$ cat src/sv/hac_div.sv
// Pipelined restoring divider, one quotient bit per stage.
`default_nettype none

module hac_div #(
  parameter int QB = 15,
  parameter int SW = 20
) (
  input  logic            clk,
  input  logic            rst_n,
  input  logic            adv,
  input  logic            in_valid,
  input  logic [2*QB-1:0] in_num,
  input  logic [QB-1:0]   in_den,
  input  logic [SW-1:0]   in_side,
  output logic            out_valid,
  output logic [QB-1:0]   out_quo,
  output logic [SW-1:0]   out_side
);

  logic [QB-1:0] rems [QB+1];
  logic [QB-1:0] lows [QB+1];
  logic [QB-1:0] quos [QB+1];
  logic          vs   [QB+1];
  logic [SW-1:0] ss   [QB+1];

  assign rems[0] = in_num[2*QB-1:QB];
  assign lows[0] = in_num[QB-1:0];
  assign quos[0] = '0;
  assign vs[0]   = in_valid;
  assign ss[0]   = in_side;

  for (genvar k = 0; k < QB; k++) begin : g_bit
    logic [QB:0]   t, d;
    logic          ge;
    logic [QB-1:0] rem_r, low_r, quo_r;
    logic          v_r;
    logic [SW-1:0] s_r;

    // Bring down the next dividend bit, subtract when it fits.
    always_comb begin
      t  = {rems[k], lows[k][QB-1]};
      ge = t >= {1'b0, in_den};
      d  = t - {1'b0, in_den};
    end

    always_ff @(posedge clk) begin
      if (!rst_n) begin
        v_r <= 1'b0;
      end else if (adv) begin
        v_r <= vs[k];
      end
    end

    always_ff @(posedge clk) begin
      if (adv) begin
        rem_r <= ge ? d[QB-1:0] : t[QB-1:0];
        low_r <= {lows[k][QB-2:0], 1'b0};
        quo_r <= {quos[k][QB-2:0], ge};
        s_r   <= ss[k];
      end
    end

    assign rems[k+1] = rem_r;
    assign lows[k+1] = low_r;
    assign quos[k+1] = quo_r;
    assign vs[k+1]   = v_r;
    assign ss[k+1]   = s_r;
  end

  assign out_valid = vs[QB];
  assign out_quo   = quos[QB];
  assign out_side  = ss[QB];

endmodule

`default_nettype wire
$ cat config.mk
export PLATFORM = sky130hd
export DESIGN_NAME = hac_div
export DESIGN_NICKNAME = d
export VERILOG_FILES = /design/src/sv/hac_div.sv
export SDC_FILE = /design/constraint.sdc
export NUM_CORES = 1
export LEC_CHECK = 0
export BUFFER_PORTS_ARGS = -buffer_cell sky130_fd_sc_hd__buf_2
export CAP_MARGIN = 20
export CORE_UTILIZATION = 65
export DETAILED_ROUTE_END_ITERATION = 8
export PLACE_DENSITY = 0.85
export SYNTH_ARGS = -nofsm -noshare
export SYNTH_HDL_FRONTEND = slang
export SYNTH_SLANG_ARGS = --single-unit
$ cat constraint.sdc
create_clock -name clk -period 7.1 [get_ports clk]
set_clock_uncertainty 0.15 [all_clocks]
set_input_delay 1.065 -clock clk [delete_from_list [all_inputs] [get_ports clk]]
set_output_delay 1.065 -clock clk [all_outputs]
set_load 0.02 [all_outputs]
# Word level (Yosys, flattened, before mapping)
# Cells that the tools add are included.
classes:
  n_mux: 14
  n_addsub: 14
  order_cmp: 15
ops:
  columns: ["op", "n"]
  rows:
  - [">= comparator 16 x 15 -> 1 bit", 15]
  - ["2-to-1 mux 15 bit", 14]
  - ["subtractor 15 bit", 14]
totals:
  word_cells: 116
  register_bits: 750
  in_bits: 69
  out_inout_bits: 36

# Depth between registers and ports, before layout
# Gate-level depths: netlist of the first run.
depth:
  word_depth: 2
  mapped_depth: 13
  mapped_depth_nobuf: 11

# Least setup slack after synthesis of the first run
# Ideal clock, no wire load.
synth_timing:
  path_kind: "input port to flip-flop"
  startpoint: "input port in_den[6]"
  endpoint: "register g_bit[10].rem_r[10], data pin"
  n_path_buf: 1
  t_arrival_ps: 3449
  setup_time_ps: 262
  cell_stages: 10
  path_slack_ps: 3239
  required_ps: 6688
  cell_sequence: "inv_1 > ha_1 > a21o_1 > a21oi_2 > nand2_1 > o21ai_2 > a31oi_1 > a2111oi_4 > buf_6 > mux2_1"
synth_between:
  elab_chain_cells: 2
  elab_cells_between_ends: 3
  classes_between: "add/sub: 1; order compare: 1; mux: 1"
synth_lines:
  columns: ["element", "line", "text"]
  rows:
  - ["start, declared", "13", "input logic [QB-1:0] in_den,"]
  - ["subtractor 15 bit or >= comparator 16 x 15 -> 1 bit (tied branches)", "43, 42", null]
  - ["2-to-1 mux 15 bit *", "56", "rem_r <= ge ? d[QB-1:0] : t[QB-1:0];"]
  - ["end signal, assigned", "56", null]
  - ["end, declared", "35", "logic [QB-1:0] rem_r, low_r, quo_r;"]
# Mark *: on every way between the ends. The rest lies on a longest branch, timed or not.
# A chain may end at the register's enable or synchronous reset.

# Final worst setup path of the first run
layout_timing:
  startpoint: "input port in_den[10]"
  endpoint: "register g_bit[6].rem_r[14], data pin"
layout_between:
  elab_chain_cells: 2
  elab_cells_between_ends: 3
  classes_between: "add/sub: 1; order compare: 1; mux: 1"
layout_lines:
  columns: ["element", "line"]
  rows:
  - ["subtractor 15 bit or >= comparator 16 x 15 -> 1 bit (tied branches)", "43, 42"]
  - ["2-to-1 mux 15 bit *", "56"]
  - ["end signal, assigned", "56"]
  - ["end, declared", "35"]
# Marks and branches as above.

==> run metrics, run 1 <==
endpoints failing setup=0; CP max FO=21; critical path class=in -> reg; yosys warns=0; R2R Path End=g_bit[9].rem_r[3]$_DFFE_PP_; Starting Density=approximately 66%; WP data required=7290 ps; flops & latches, synth=750; largest net degree at the start of global routing=180; total negative slack=0 ps; syn avg cell area=13.6 µm²; post_cts resized=0; Final #Nets=~3100; postcts setup bufs=0; Port Buffers=104; Final Hold Viols=0; Die W=236 µm; max cap viols=0; DR vias=about 23000; vias in the first global route=22400; Post-DP HPWL=48.5 mm; pwr dens=432 nW/µm²; post-synthesis cell type count=a little under 90; Synth area leaders=edfxtp_1 62%, ha_1 7.9%, mux2_2 2.8%; sequential cell area=22400 µm²; final setup margin=~2700 ps; Clock transition at path regs=70 ps; Post-CTS Hold Buffers=0; status=finished clean; Hold WC Path Type=reg -> reg; All-Layer GR Usage=28.1%; Pleak=around 0.015 µW; CTS root buf=clkbuf_16; # H-tree levels=3; die height=236 µm; share of layout cells above drive strength 1=12.3%; post-synth top area share=61.9%; first-pass detailed-route iteration total=8; Arr. time, crit path=around 4600 ps; IO Count=between 100 and 150; CTS tree=built; cell accounting for the most synthesized area=edfxtp_1; GPL Wtd Cong=between 0.9 and 1; most common cell after layout, fill and taps aside=edfxtp_1; final slew viol count=0; syn nets=between 2000 and 3000; fin crit period=4420 ps; initial antenna violation count=2; hold depth=0; drt wl/cell=around 22 µm; RSZ-0062 raised after global routing=no; WHS Endpoint=g_bit[9].s_r[4]$_DFFE_PP_; Max Freq=approximately 230 MHz; Gate Count Post-Synth=about 2600; EDFF count, synth=735; fin util=73.2%; synthesized area=35600 µm²; Synth Flop Type=edfxtp_1; HP Start=g_bit[8].s_r[4]$_DFFE_PP_; Worst setup SP type=input pin; clk buf depth=3; Clk Latency, worst-skew pair=640 ps; Slew @ Worst Pin=between 1000 and 1500 ps; Peak VDD IR=0.269 mV; Post-Route WL=77.5 mm; gr ovfl total=0; reg-to-reg setup timing slack=3310 ps; Sinks on Clock Net=750; Register-to-Register Path Depth=10; DRC Markers=0; Place WS=1970 ps; synthesis-to-finish area growth=10.9%; commonest non-fill, non-tap cells in the layout=735 x edfxtp_1, 225 x ha_1, 181 x a21oi_1, 164 x nand2_1, 163 x nor2_1; total die area=approximately 56000 µm²; Fillers=~3300; Cell Rows=85; Max transition margin=23.9%; area of the multi-input gates=12700 µm²; period utilization=around 62%; Setup crit end kind=flop; sequential area share after synthesis=a little over three fifths; global-route wire length before repair=121 mm; First DRT Iteration DRCs=2014; share of flip-flops with an asynchronous set or reset=0%; Post-DRT Antenna Nets=0; Core Box Area=around 54000 µm²; worst r2r src=g_bit[8].low_r[14]$_DFFE_PP_; Num CTS Buffers=77; post-DR vias/cell=6.37
==> worst max-delay path: stages <==
cell       delay (ps)
buf_2              90
inv_1             590
buf_4             370
ha_1              340
nand4_1           210
nor2_1            250
and3_1            250
a31oi_1           110
a22oi_1           210
buf_4             340
nor2_1            120
a2111oi_0         650
==> final cells by class <==
type / count / share of cell area, %
repair buffers: 123 / 1.83
inverters: 100 / 0.949
well taps: 696 / 2.20
diodes: 3 / 0.0190
clock buffers: 92 / 5.02
flip-flops and latches: 750 / 56.6
multi-input cells: 1731 / 32.1
clock inverters: 42 / 1.28
==> logic make-up after synthesis <==
| group | count (synthesis) | share of synthesized area [%] |
|---|---|---|
| xor+xnor | 118 | 2.90 |
| fa+ha+maj | 239 | 8.68 |
| flops | 750 | 62.8 |
| mux | 131 | 4.02 |
| simple gates | 612 | 8.39 |
| buf+inv | 141 | 1.64 |
| compound gates | 631 | 11.6 |
==> flip-flops by register name, summed over array words and instances, names as in the netlist <==
signal	flops
g_bit.s_r	280
g_bit.rem_r	210
g_bit.low_r	105
g_bit.quo_r	105
out_side	20
out_quo	15
g_bit.v_r	14
out_valid	1
==> Yosys cell counts (11+ instances only) <==
library cell  instances
xor2_1               41
o31ai_1              23
nor3_1               34
a21oi_1             181
nor2b_1              61
o21a_1               45
edfxtp_1            735
nand4_1              28
nand3b_1             11
nand2b_1             40
a211oi_1             12
a31oi_1              24
xnor2_1              77
clkbuf_1             18
o31a_1               21
o21ai_0             147
ha_1                225
nand3_1              34
o211ai_1             17
mux2i_1              35
inv_1                99
nand2_1             164
a21o_1               41
dfxtp_1              15
a211o_1              11
and3_1               13
fa_1                 14
and2_1               12
buf_2                16
nor2_1              163
mux2_2               90
==> stage by stage <==
stage                     hold WS, ps  instances  power, µW  instance area (µm²)
after floorplan                   250       2622      11300                35600
after global placement            250       3398      12500                37000
after detailed placement          255       3398      12800                37000
after CTS                         247       3532      17000                39500
after global routing              257       3536      18000                39500
final                             251       3537      17100                39500
==> per-layer routing <==
layer	up-vias	global-route usage, %	part of all wire [%]
met2	1042	47.5	49
met1	10800	36.1	40
met3	309	3.73	6.4
met5	-	0	0
met4	0	13.5	5.1
li1	10400	-	-
==> how the worst max path moves through the flow <==
stage / from / endpoint / slack (ps) / cells after the start
3_5_place_dp: in_den[1] / g_bit[10].rem_r[3]$_DFFE_PP_ / 1970 / 9
6_report: in_den[10] / g_bit[6].rem_r[14]$_DFFE_PP_ / 2680 / 12
5_1_grt: in_den[1] / g_bit[11].rem_r[9]$_DFFE_PP_ / 2400 / 10
2_1_floorplan: in_den[6] / g_bit[10].rem_r[10]$_DFFE_PP_ / 3240 / 10
4_1_cts: in_den[1] / g_bit[10].rem_r[3]$_DFFE_PP_ / 2630 / 9
3_3_place_gp: in_den[1] / g_bit[10].rem_r[7]$_DFFE_PP_ / 2030 / 9
==> where the power goes <==
| part | internal, µW | switching [µW] |
|---|---|---|
| sequential | 6130 | 514 |
| combinational | 2770 | 3670 |
| clock | 2270 | 1720 |
| total | 11200 | 5900 |
Power figures use the tool's default switching activity.
==> run 2, diff against run 1 <==
--- a/config.mk
+++ b/config.mk
@@ -7,9 +7,9 @@
 export LEC_CHECK = 0
 export BUFFER_PORTS_ARGS = -buffer_cell sky130_fd_sc_hd__buf_2
 export CAP_MARGIN = 20
-export CORE_UTILIZATION = 65
+export CORE_UTILIZATION = 57
 export DETAILED_ROUTE_END_ITERATION = 8
-export PLACE_DENSITY = 0.85
+export PLACE_DENSITY = 0.79
 export SYNTH_ARGS = -nofsm -noshare
 export SYNTH_HDL_FRONTEND = slang
 export SYNTH_SLANG_ARGS = --single-unit
==> constraint.sdc (replaced) <==
create_clock -name clk -period 3.7 [get_ports clk]
set_clock_uncertainty 0.15 [all_clocks]
set_input_delay 0.555 -clock clk [delete_from_list [all_inputs] [get_ports clk]]
set_output_delay 0.555 -clock clk [all_outputs]
set_load 0.02 [all_outputs]
==> run 2 against run 1 <==
Net effect:
- setup slack lost 2200 ps
- clock-buffer cell count shrank 2
- critical endpoint is now g_bit[10].rem_r[10]$_DFFE_PP_
- wire length increased by 2.3%
- sequential power rose by 91%
- combinational power is 110% higher
- flip-flop and latch count unchanged
- core utilization is 5.7 points lower
- register-to-register slack worse by 2900 ps
- cell area grew 5.3%
- largest power group is now combinational cells
- critical path type is now reg -> reg
- sequential share of layout area decreased by 2.9 points
==> run metrics, run 2 (same netlist as run 1, synthesis figures left out) <==
Worst setup SP type=flop; Post-DP HPWL=roughly 53 mm; pwr dens=817 nW/µm²; DR vias=approximately 23000; CP max FO=14; synthesis-to-finish area growth=16.8%; Sinks on Clock Net=750; Clk Latency, worst-skew pair=640 ps; largest registers=g_bit.s_r (280), g_bit.rem_r (210); Post-DRT Antenna Nets=0; Post-CTS Hold Buffers=34; post_cts resized=0; # H-tree levels=3; Clock transition at path regs=60 ps; global-route wire length before repair=about 120 mm; Biggest register=g_bit.s_r; Final Hold Viols=0; drt wl/cell=20.5 µm; DRC Markers=0; max cap viols=0; status=finished clean; Starting Density=between 50% and 60%; Core Box Area=just over 60000 µm²; post-route insts no fill=~3900; period utilization=88.1%; Max Freq=around 310 MHz; GPL Wtd Cong=0.877; # diodes=0; Pleak=0.0159 µW; Final #Nets=3287; gr ovfl total=0; IO Count=105; die height=roughly 250 µm; final slew viol count=0; CTS tree=built; Slew @ Worst Pin=642 ps; Max transition margin=56.1%; Fillers=~4300; First DRT Iteration DRCs=1945; WP data required=3900 ps; Setup crit end kind=flop; total negative slack=0 ps; Die W=approximately 250 µm; first-pass detailed-route iteration total=6; max FFs per register=between 200 and 300; Num CTS Buffers=78; largest net degree at the start of global routing=98; endpoints failing setup=0; Post-Route WL=79.3 mm; share of layout cells above drive strength 1=between 10% and 20%; Arr. time, crit path=3460 ps; worst-path cell chain=inv_1 -> ha_1 -> fa_1 -> nor2b_1 -> o21ai_1 -> a21oi_1 -> o21ai_2 -> a31oi_1 -> a2111oi_4 -> buf_12 -> mux2_1; Critical Path Slowest Stage Cell=a2111oi_4; vias in the first global route=23200; post-DR vias/cell=5.89; Peak VDD IR=roughly 0.49 mV; Cell Rows=91; Cells after DPL=3702; initial antenna violation count=1; postcts setup bufs=0; Hold WC Path Type=in -> reg; most common cell after layout, fill and taps aside=edfxtp_1; fin crit period=around 3300 ps; slowest stage delay, CP=420 ps; CTS root buf=clkbuf_16; RSZ-0062 raised after global routing=no; Port Buffers=104; clk buf depth=3; critical path class=reg -> reg; All-Layer GR Usage=25.3%; commonest non-fill, non-tap cells in the layout=735 x edfxtp_1, 225 x ha_1, 181 x a21oi_1, 164 x nand2_1, 163 x nor2_1; total die area=63500 µm²; worst hold slack=89.0 ps
-- run 2: worst max-delay path: cells and delay by family (launching register included) --
family          cells  cell delay, ps
buf+inv             2             370
mux                 1             370
compound gates      5            1160
flops               1             380
fa+ha+maj           2             480
simple gates        1              60
-- run 2: through the flow --
step	area, µm²	utilization (%)	worst slack (ps)	total power [µW]
6_report	41600	67.5	439	34000
5_1_grt	41600	67.5	324	36000
4_1_cts	41600	67.5	457	34100
3_5_place_dp	38700	62.7	-14.2	25800
3_3_place_gp	38700	62.7	123	25300
2_1_floorplan	35600	-	349	21700
-- run 2: layer usage --
metal / GRT usage (%) / vias to the layer above / routed length (µm)
li1: - / 10800 / -
met3: 3.54 / 176 / 4300
met5: 0 / - / 0
met2: 44.2 / 757 / 40100
met1: 31.6 / 11100 / 32100
met4: 10.8 / 0 / 2770
-- run 2: layout make-up --
cell class | count | area [µm²] | area share [%]
repair buffers | 318 | 2570 | 6.18
inverters | 100 | 375 | 0.902
clock buffers | 90 | 2020 | 4.85
flip-flops and latches | 750 | 22400 | 53.7
multi-input cells | 1731 | 12700 | 30.5
clock inverters | 48 | 554 | 1.33
well taps | 837 | 1050 | 2.52
-- run 2: power by group --
part	switching (µW)	internal, µW
Combinational	7130	6260
Sequential	944	11800
Clock	3340	4580
Total	11400	22600
-- run 2: worst paths after layout --
path,slack [ps],startpoint,depth (start not counted),to
setup / recovery,440,g_bit[9].low_r[14]$_DFFE_PP_,11,g_bit[10].rem_r[10]$_DFFE_PP_
hold / removal,90,in_valid,3,g_bit[0].v_r$_SDFFE_PN0P_
setup reg to reg,440,g_bit[9].low_r[14]$_DFFE_PP_,11,g_bit[10].rem_r[10]$_DFFE_PP_
hold reg to reg,250,g_bit[9].s_r[18]$_DFFE_PP_,0,g_bit[10].s_r[18]$_DFFE_PP_
