==> config.mk <==
export PLATFORM = sky130hd
export DESIGN_NAME = hac_cordic
export DESIGN_NICKNAME = d
export VERILOG_FILES = /design/src/sv/hac_pkg.sv /design/src/sv/hac_cordic.sv
export SDC_FILE = /design/constraint.sdc
export NUM_CORES = 2
export LEC_CHECK = 0
export BUFFER_PORTS_ARGS = -buffer_cell sky130_fd_sc_hd__buf_2
export CELL_PAD_IN_SITES_DETAIL_PLACEMENT = 1
export CELL_PAD_IN_SITES_GLOBAL_PLACEMENT = 2
export CORE_MARGIN = 2
export CORE_UTILIZATION = 44
export CTS_BUF_LIST = sky130_fd_sc_hd__clkbuf_4 sky130_fd_sc_hd__clkbuf_8 sky130_fd_sc_hd__clkbuf_16
export DETAILED_ROUTE_END_ITERATION = 16
export PLACE_DENSITY = 0.86
export SETUP_SLACK_MARGIN = 0.15
export SYNTH_ARGS = -nofsm -noshare
export SYNTH_HDL_FRONTEND = slang
export SYNTH_SLANG_ARGS = --single-unit
==> constraint.sdc <==
create_clock -name clk -period 5.6 [get_ports clk]
set_input_delay 1.12 -clock clk [delete_from_list [all_inputs] [get_ports clk]]
set_output_delay 1.12 -clock clk [all_outputs]
set_load 0.05 [all_outputs]
==> src/sv/hac_pkg.sv <==
// Shared types, constants and angle tables for the heading align controller.
`default_nettype none

package hac_pkg;

  // Width of the CORDIC x/y datapath: 17-bit differences scaled by 2^16 plus gain growth.
  localparam int XW = 36;

  // Configuration port.
  localparam int CFG_IW = 3;
  localparam int CFG_DW = 16;

  localparam logic [CFG_IW-1:0] REG_TARGET_X       = 3'd0;
  localparam logic [CFG_IW-1:0] REG_TARGET_Y       = 3'd1;
  localparam logic [CFG_IW-1:0] REG_STOP_THRESHOLD = 3'd2;
  localparam logic [CFG_IW-1:0] REG_SLOW_THRESHOLD = 3'd3;
  localparam logic [CFG_IW-1:0] REG_MAX_SPIN       = 3'd4;
  localparam logic [CFG_IW-1:0] REG_RESPONSE_GAIN  = 3'd5;
  localparam logic [CFG_IW-1:0] REG_MAX_ACCEL      = 3'd6;

  localparam logic [14:0] STOP_RST  = 15'd410;
  localparam logic [14:0] SLOW_RST  = 15'd819;
  localparam logic [14:0] SPIN_RST  = 15'd819;
  localparam logic [9:0]  GAIN_RST  = 10'd100;
  localparam logic [14:0] ACCEL_RST = 15'd819;

  // Quotient bits of the scaled-spin divider.
  localparam int DIV_QB = 15;

  localparam longint unsigned PI_Q30 = 64'd3373259426;

  // Truncated Q.30 arctangents of 2^-i.
  function automatic longint unsigned atan_q30(input int idx);
    longint unsigned v;
    case (idx)
      0:       v = 64'd843314856;
      1:       v = 64'd497837829;
      2:       v = 64'd263043836;
      3:       v = 64'd133525158;
      4:       v = 64'd67021686;
      5:       v = 64'd33543515;
      6:       v = 64'd16775850;
      7:       v = 64'd8388437;
      8:       v = 64'd4194282;
      9:       v = 64'd2097149;
      10:      v = 64'd1048575;
      11:      v = 64'd524287;
      12:      v = 64'd262143;
      13:      v = 64'd131071;
      14:      v = 64'd65535;
      15:      v = 64'd32767;
      16:      v = 64'd16383;
      17:      v = 64'd8191;
      18:      v = 64'd4095;
      19:      v = 64'd2047;
      20:      v = 64'd1023;
      21:      v = 64'd511;
      22:      v = 64'd255;
      23:      v = 64'd127;
      default: v = 64'd0;
    endcase
    return v;
  endfunction

  // Round a Q.30 value to the angle format with frac fraction bits.
  function automatic longint unsigned to_angle(input longint unsigned q30, input int frac);
    int sh;
    sh = 30 - frac;
    return (q30 + (64'd1 << (sh - 1))) >> sh;
  endfunction

  typedef struct packed {
    logic signed [15:0] heading;
    logic signed [15:0] spin;
    logic               at_target;
  } hac_side_t;

  typedef struct packed {
    logic signed [15:0] spin;
    logic               at_target;
  } hac_spin_t;

  typedef struct packed {
    logic signed [15:0] spin;
    logic               at_target;
    logic               neg;
    logic               aligned;
    logic               scaled;
  } hac_ctl_t;

endpackage

`default_nettype wire

==> src/sv/hac_cordic.sv <==
// Pipelined vectoring CORDIC: angle of (dx, dy), one stage per iteration.
`default_nettype none

module hac_cordic
  import hac_pkg::*;
#(
  parameter int STAGES = 16,
  parameter int FRAC   = 13,
  parameter int ZW     = 17,
  parameter int SW     = 33
) (
  input  logic                 clk,
  input  logic                 rst_n,
  input  logic                 adv,
  input  logic                 in_valid,
  input  logic signed [16:0]   in_dx,
  input  logic signed [16:0]   in_dy,
  input  logic [SW-1:0]        in_side,
  output logic                 out_valid,
  output logic signed [ZW-1:0] out_z,
  output logic [SW-1:0]        out_side
);

  localparam logic signed [ZW-1:0] PI_Z = ZW'(to_angle(PI_Q30, FRAC));

  logic signed [XW-1:0] xs [STAGES+1];
  logic signed [XW-1:0] ys [STAGES+1];
  logic signed [ZW-1:0] zs [STAGES+1];
  logic                 vs [STAGES+1];
  logic [SW-1:0]        ss [STAGES+1];

  // Pre-rotation: fold the left half-plane onto the right one.
  logic signed [XW-1:0] xe, ye;
  logic signed [XW-1:0] x0_nxt, y0_nxt, x0_r, y0_r;
  logic signed [ZW-1:0] z0_nxt, z0_r;
  logic                 v0_r;
  logic [SW-1:0]        s0_r;

  always_comb begin
    xe = {{(XW-33){in_dx[16]}}, in_dx, 16'd0};
    ye = {{(XW-33){in_dy[16]}}, in_dy, 16'd0};
    if (in_dx[16]) begin
      x0_nxt = -xe;
      y0_nxt = -ye;
      z0_nxt = in_dy[16] ? -PI_Z : PI_Z;
    end else begin
      x0_nxt = xe;
      y0_nxt = ye;
      z0_nxt = '0;
    end
  end

  always_ff @(posedge clk) begin
    if (!rst_n) begin
      v0_r <= 1'b0;
    end else if (adv) begin
      v0_r <= in_valid;
    end
  end

  always_ff @(posedge clk) begin
    if (adv) begin
      x0_r <= x0_nxt;
      y0_r <= y0_nxt;
      z0_r <= z0_nxt;
      s0_r <= in_side;
    end
  end

  assign xs[0] = x0_r;
  assign ys[0] = y0_r;
  assign zs[0] = z0_r;
  assign vs[0] = v0_r;
  assign ss[0] = s0_r;

  for (genvar i = 0; i < STAGES; i++) begin : g_stage
    localparam logic signed [ZW-1:0] ANG = ZW'(to_angle(atan_q30(i), FRAC));

    logic signed [XW-1:0] x_nxt, y_nxt, x_r, y_r;
    logic signed [ZW-1:0] z_nxt, z_r;
    logic                 v_r;
    logic [SW-1:0]        s_r;

    // Rotate toward y = 0.
    always_comb begin
      if (!ys[i][XW-1]) begin
        x_nxt = xs[i] + (ys[i] >>> i);
        y_nxt = ys[i] - (xs[i] >>> i);
        z_nxt = zs[i] + ANG;
      end else begin
        x_nxt = xs[i] - (ys[i] >>> i);
        y_nxt = ys[i] + (xs[i] >>> i);
        z_nxt = zs[i] - ANG;
      end
    end

    always_ff @(posedge clk) begin
      if (!rst_n) begin
        v_r <= 1'b0;
      end else if (adv) begin
        v_r <= vs[i];
      end
    end

    always_ff @(posedge clk) begin
      if (adv) begin
        x_r <= x_nxt;
        y_r <= y_nxt;
        z_r <= z_nxt;
        s_r <= ss[i];
      end
    end

    assign xs[i+1] = x_r;
    assign ys[i+1] = y_r;
    assign zs[i+1] = z_r;
    assign vs[i+1] = v_r;
    assign ss[i+1] = s_r;
  end

  assign out_valid = vs[STAGES];
  assign out_z     = zs[STAGES];
  assign out_side  = ss[STAGES];

endmodule

`default_nettype wire

# After elaboration in Yosys (flattened, before gate mapping)
# Index checks and enable logic that the tools add are counted.
# word_totals
ff_bits,1839
input_bits,71
word_cells,201
# classes
add_sub_neg,79
n_mux,42
# ops
cell,n
$mux 36,26
$mux 17,15
$add 36x25->36,2
$add 36x26->36,2
$add 36x27->36,2
$add 36x28->36,2
$add 36x29->36,2
$add 36x30->36,2
$add 36x31->36,2
$add 36x32->36,2
$add 36x33->36,2
$add 36x34->36,2
$add 36x35->36,2
$neg 33->36,2
$sub 36x25->36,2
$sub 36x26->36,2
$sub 36x27->36,2
$sub 36x28->36,2
$sub 36x29->36,2
$sub 36x30->36,2
$sub 36x31->36,2
$sub 36x32->36,2
$sub 36x33->36,2
$sub 36x34->36,2
32 further kinds,36

# Longest topological paths before layout
# depth
word_depth,2
ltp_mapped,23

# Worst setup path before layout
# OpenSTA, ideal clock, no wires.
# synth_timing
path_type,flip-flop to flip-flop
startpoint,register g_stage[10].y_r[11]
endpoint,register g_stage[11].x_r[35] (data pin)
stages_incl_launch_ff,22
path_slack_ns,0.832
required_time_ns,5.338
arrival_ns,4.506
cell_sequence,edfxtp_1 -> inv_1 -> ha_1 -> inv_1 -> or3_1 -> nor4_1 -> nand3_1 -> nor2_1 -> nor2_1 -> xnor2_1 -> ha_1 -> and3_1 -> nand2_1 -> or3_1 -> nor2_1 -> nand3_1 -> a21oi_1 -> o21ai_0 -> o31ai_1 -> nor4_1 -> nor3_1 -> xnor2_1
# synth_via
elab_chain_cells,2
elab_cells_between_ends,3
# synth_lines
element,line_no,rtl
from (decl),hac_cordic.sv:79,"logic signed [XW-1:0] x_nxt, y_nxt, x_r, y_r;"
from (signal assigned),hac_cordic.sv:108,y_r <= y_nxt;
$add 36x25->36 / $sub 36x25->36 (equally long branches),"hac_cordic.sv:87, hac_cordic.sv:91",
$mux 36 (*),hac_cordic.sv:86,if (!ys[i][XW-1]) begin
named net g_stage[11].x_nxt[35],hac_cordic.sv:79,
to (signal assigned),hac_cordic.sv:107,x_r <= x_nxt;
to (decl),hac_cordic.sv:79,
# The timed path passes the listed nets; every way through them passes the cells marked *.
# A chain may end at the register's enable or synchronous reset.

# Worst setup path after layout
# layout_timing
startpoint,register g_stage[5].x_r[6]
endpoint,register g_stage[6].y_r[32] (data pin)
# layout_via
elab_chain_cells,2
elab_cells_between_ends,3
# layout_lines
element,line_no
from (decl),hac_cordic.sv:79
from (signal assigned),hac_cordic.sv:107
$sub 36x30->36 / $add 36x30->36 (equally long branches),"hac_cordic.sv:88, hac_cordic.sv:92"
$mux 36 (*),hac_cordic.sv:86
named net g_stage[6].y_nxt[32],hac_cordic.sv:79
to (signal assigned),hac_cordic.sv:108
to (decl),hac_cordic.sv:79
# Marks and branches as above.

==> tab_implementation.tex <==
\begin{tabular}{lr}
\hline
Metric & Value \\
\hline
\multicolumn{2}{l}{\textbf{Logic synthesis}} \\
Dominant synthesized flop cell & sky130\_fd\_sc\_hd\_\_edfxtp\_1 \\
Largest cells by area after synthesis & sky130\_fd\_sc\_hd\_\_edfxtp\_1 (46\%), sky130\_fd\_sc\_hd\_\_ha\_1 (12\%), sky130\_fd\_sc\_hd\_\_xnor2\_1 (7.3\%) \\
Share of Yosys cell area claimed by the top area cell type & 46.4\% \\
Simple-gate portion of the synthesized area & 11.6\% \\
Part of the Yosys area used for sequential elements & 46.8\% \\
Post-synthesis xor/xnor area fraction & 11.4\% \\
Post-synthesis async set-or-reset flop share & 0\% \\
Yosys cell types & 105 \\
Gate count after technology mapping & 9,547 \\
Number of register bits inferred by synthesis & 1,600 \\
Largest family of logic cells by synthesized area & compound AO/OA/AOI/OAI gates \\
Post-synthesis cell area & 0.102 mm² \\
Post-synth EDFFs & 1,583 \\
Mapped Avg Cell Area & 10.7 µm² \\
Synthesized-area fraction occupied by ao, oa, aoi and oai cells & 15.1\% \\
Adder and majority cell fraction of the synthesized area & 12.1\% \\
Synth warnings & 0 \\
Library cell with the largest summed area after synthesis & sky130\_fd\_sc\_hd\_\_edfxtp\_1 \\
Multiplexer share of the synthesized area & 0.595\% \\
\multicolumn{2}{l}{\textbf{Global route}} \\
Wire length of the first global-routing pass & 434,000 µm \\
Aggregate global-route resource usage & 22.8\% \\
Number of global-route vias before repair & 77,300 \\
Largest net degree at the start of global routing & 132 \\
GRT Residual Overflow & 0 \\
Antenna violations before repair & 9 \\
\multicolumn{2}{l}{\textbf{Detailed routing}} \\
Via density & 5.63 \\
DRC Markers & 0 \\
Antenna-violating nets left & 0 \\
Starting DRT DRC Count & 3,863 \\
Average routed wire per standard cell & 21.2 µm \\
Total length of routed wires & 275,000 µm \\
Total via count in the routed design & 73,100 \\
Pre-antenna DRT Iters & 5 \\
\multicolumn{2}{l}{\textbf{Clocking}} \\
Number of gates given a new drive strength after cts & 0 \\
Clock transition at the registers of the reported paths & 0.06 ns \\
Max H-tree Level & 4 \\
Clk root buf & sky130\_fd\_sc\_hd\_\_clkbuf\_16 \\
Number of buffers inserted to repair setup after CTS & 0 \\
Inserted Clock Buffers & 180 \\
Bufs on Longest Clock Path & 3 \\
TritonCTS clock tree & yes \\
CTS hold repair buffers & 0 \\
Clock latency of the later-clocked register in the worst-skew pair & 0.88 ns \\
Number of clock sinks seen by CTS & 1,600 \\
\multicolumn{2}{l}{\textbf{STA}} \\
RSZ-0062 raised after global routing & yes \\
Highest clock rate & 195 MHz \\
Clock period minus final worst setup slack & 5.12 ns \\
Maximum clock skew at final layout & 0.0595 ns \\
Hold Vio Cnt, Final & 0 \\
Count of final max-slew check failures & 0 \\
Final setup TNS & 0 ns \\
Final setup violation count & 0 \\
Period utilisation layout & 91.3\% \\
Relative slew slack & 27.4\% \\
Transition time at the pin with the least slew margin & 1.09 ns \\
\multicolumn{2}{l}{\textbf{Worst setup path}} \\
Maximum fanout count along the critical path & 5 \\
WS Path Type & flop to flop \\
Category of the worst setup path launch point & flop \\
Critical path cell sequence & inv\_1, ha\_1, nand2b\_1, nor4\_1, nor2b\_1, nand3\_1, nor2\_2, a21oi\_1, xor2\_1, ha\_1, nor2b\_1, o21ai\_0, nand2b\_1, a21o\_1, a221o\_1, o21ai\_0, o21ai\_0, a211o\_1, a21oi\_1, xnor2\_1 \\
Maximum single-stage delay on the critical path & 0.43 ns \\
Cell with the biggest individual delay on the critical path & sky130\_fd\_sc\_hd\_\_edfxtp\_1 \\
Critical Path End Type & flop \\
Critical path data arrival time & 5.71 ns \\
Worst path most repeated cell & sky130\_fd\_sc\_hd\_\_o21ai\_0 \\
Required time at the worst-slack endpoint & 6.20 ns \\
\multicolumn{2}{l}{\textbf{Die}} \\
Boundary pin count & 122 \\
Initial standard-cell utilization of the core & 44.2\% \\
Total number of placement rows & 177 \\
Horizontal die dimension & 486 µm \\
Die area & 0.237 mm² \\
Core region area & 0.232 mm² \\
Overall die height & 486 µm \\
\multicolumn{2}{l}{\textbf{Placed design}} \\
RD Place Congestion & 0.909 \\
Port Buffers & 120 \\
Detailed placer's ending HPWL & 215,000 µm \\
\multicolumn{2}{l}{\textbf{Layout}} \\
Number of fill cells & 25,000 \\
Proportion of layout cells with a drive suffix above 1 & 6.56\% \\
Post-layout net count & 10,800 \\
Layout overhead on the synthesized area & 10.9\% \\
Final standard cell utilization of the core & 49.0\% \\
Highest-count cells in the layout ignoring fill and taps & sky130\_fd\_sc\_hd\_\_edfxtp\_1 (1,583), sky130\_fd\_sc\_hd\_\_ha\_1 (943), sky130\_fd\_sc\_hd\_\_a21oi\_1 (932) \\
Leading cell type in the layout, fill and taps excluded & sky130\_fd\_sc\_hd\_\_edfxtp\_1 \\
\multicolumn{2}{l}{\textbf{Run}} \\
\# Max-Cap Violations & 0 \\
\multicolumn{2}{l}{\textbf{Worst hold path}} \\
Hold Path Class & flop to flop \\
\multicolumn{2}{l}{\textbf{Status}} \\
Run status & finished clean \\
\hline
\end{tabular}
-- cell usage after synthesis (all sizes together) (19+ instances only) --
cell type	number
edfxtp	1583
ha	943
a21oi	933
nor2	916
xnor2	857
xor2	480
inv	459
nand2	443
o21ai	403
a21o	396
nor3	254
clkbuf	141
nor2b	138
nand3	126
nand2b	123
o21a	123
o21bai	112
a31oi	95
nor4	82
and2	77
and3	69
nand4	64
o41ai	55
or3	54
a211oi	43
o31ai	43
a21boi	38
mux2i	35
or2	34
or4	34
fa	31
o211ai	30
buf	27
mux2	23
nor3b	20
a221oi	19
-- final timing paths --
check	slack, ns	cells past startpoint	end	from
worst max register to register	0.48	20	g_stage[6].y_r[32]	g_stage[5].x_r[6]
worst min register to register	0.38	0	g_stage[11].z_r[1]	g_stage[10].z_r[1]
worst max-delay path	0.48	20	g_stage[6].y_r[32]	g_stage[5].x_r[6]
worst min-delay path	0.38	0	g_stage[11].z_r[1]	g_stage[10].z_r[1]
-- through the flow --
step	area (µm²)	hold WS, ns	std cells	setup slack, ns
CTS	114000	0.327	13000	0.249
finish	114000	0.380	13000	0.485
floorplan	102000	0.400	9550	0.832
global placement	107000	0.400	12600	0.431
global route	114000	0.351	13000	0.0712
detailed placement	107000	0.405	12600	0.344
-- state kept, by name, summed over array words and instances, names as in the netlist --
register,count
g_stage.y_r,366
y0_r,20
out_side,33
g_stage.v_r,15
out_valid,1
v0_r,1
g_stage.z_r,238
x0_r,20
out_z,16
z0_r,3
g_stage.s_r,495
s0_r,33
g_stage.x_r,359
-- worst max-delay path, delay by kind of cell (launching register included) --
| kind | cells | cell delay, ns |
|---|---|---|
| compound gates | 8 | 1.98 |
| xor+xnor | 2 | 0.29 |
| fa+ha+maj | 2 | 0.52 |
| buf+inv | 1 | 0.09 |
| flops | 1 | 0.43 |
| simple gates | 7 | 1.56 |
-- metal layers --
metal | wire [µm] | part of all wire [%] | GRT usage (%)
met1 | 119000 | 43 | 28.2
met2 | 142000 | 51 | 41.9
met3 | 7260 | 2.6 | 2.41
met4 | 7300 | 2.7 | 6.51
met5 | 16 | 0.0058 | 0
-- cells by family after synthesis --
kind of cell    Yosys count
compound gates         2461
xor+xnor               1337
fa+ha+maj               974
buf+inv                 630
flops                  1600
mux                      58
other cells               1
simple gates           2486
-- layout make-up --
type	instances	area, µm²	share of cell area (%)
diodes	1	2.50	0.00220
multi-input cells	7320	52200	46.0
repair buffers	222	1580	1.39
clock buffers	218	4860	4.28
clock inverters	117	1520	1.34
inverters	462	1730	1.53
flip-flops and latches	1600	47900	42.2
well taps	3043	3810	3.35
Power is not shown: default switching activity piles up to over one toggle a cycle in this logic, so the estimate is an artifact.
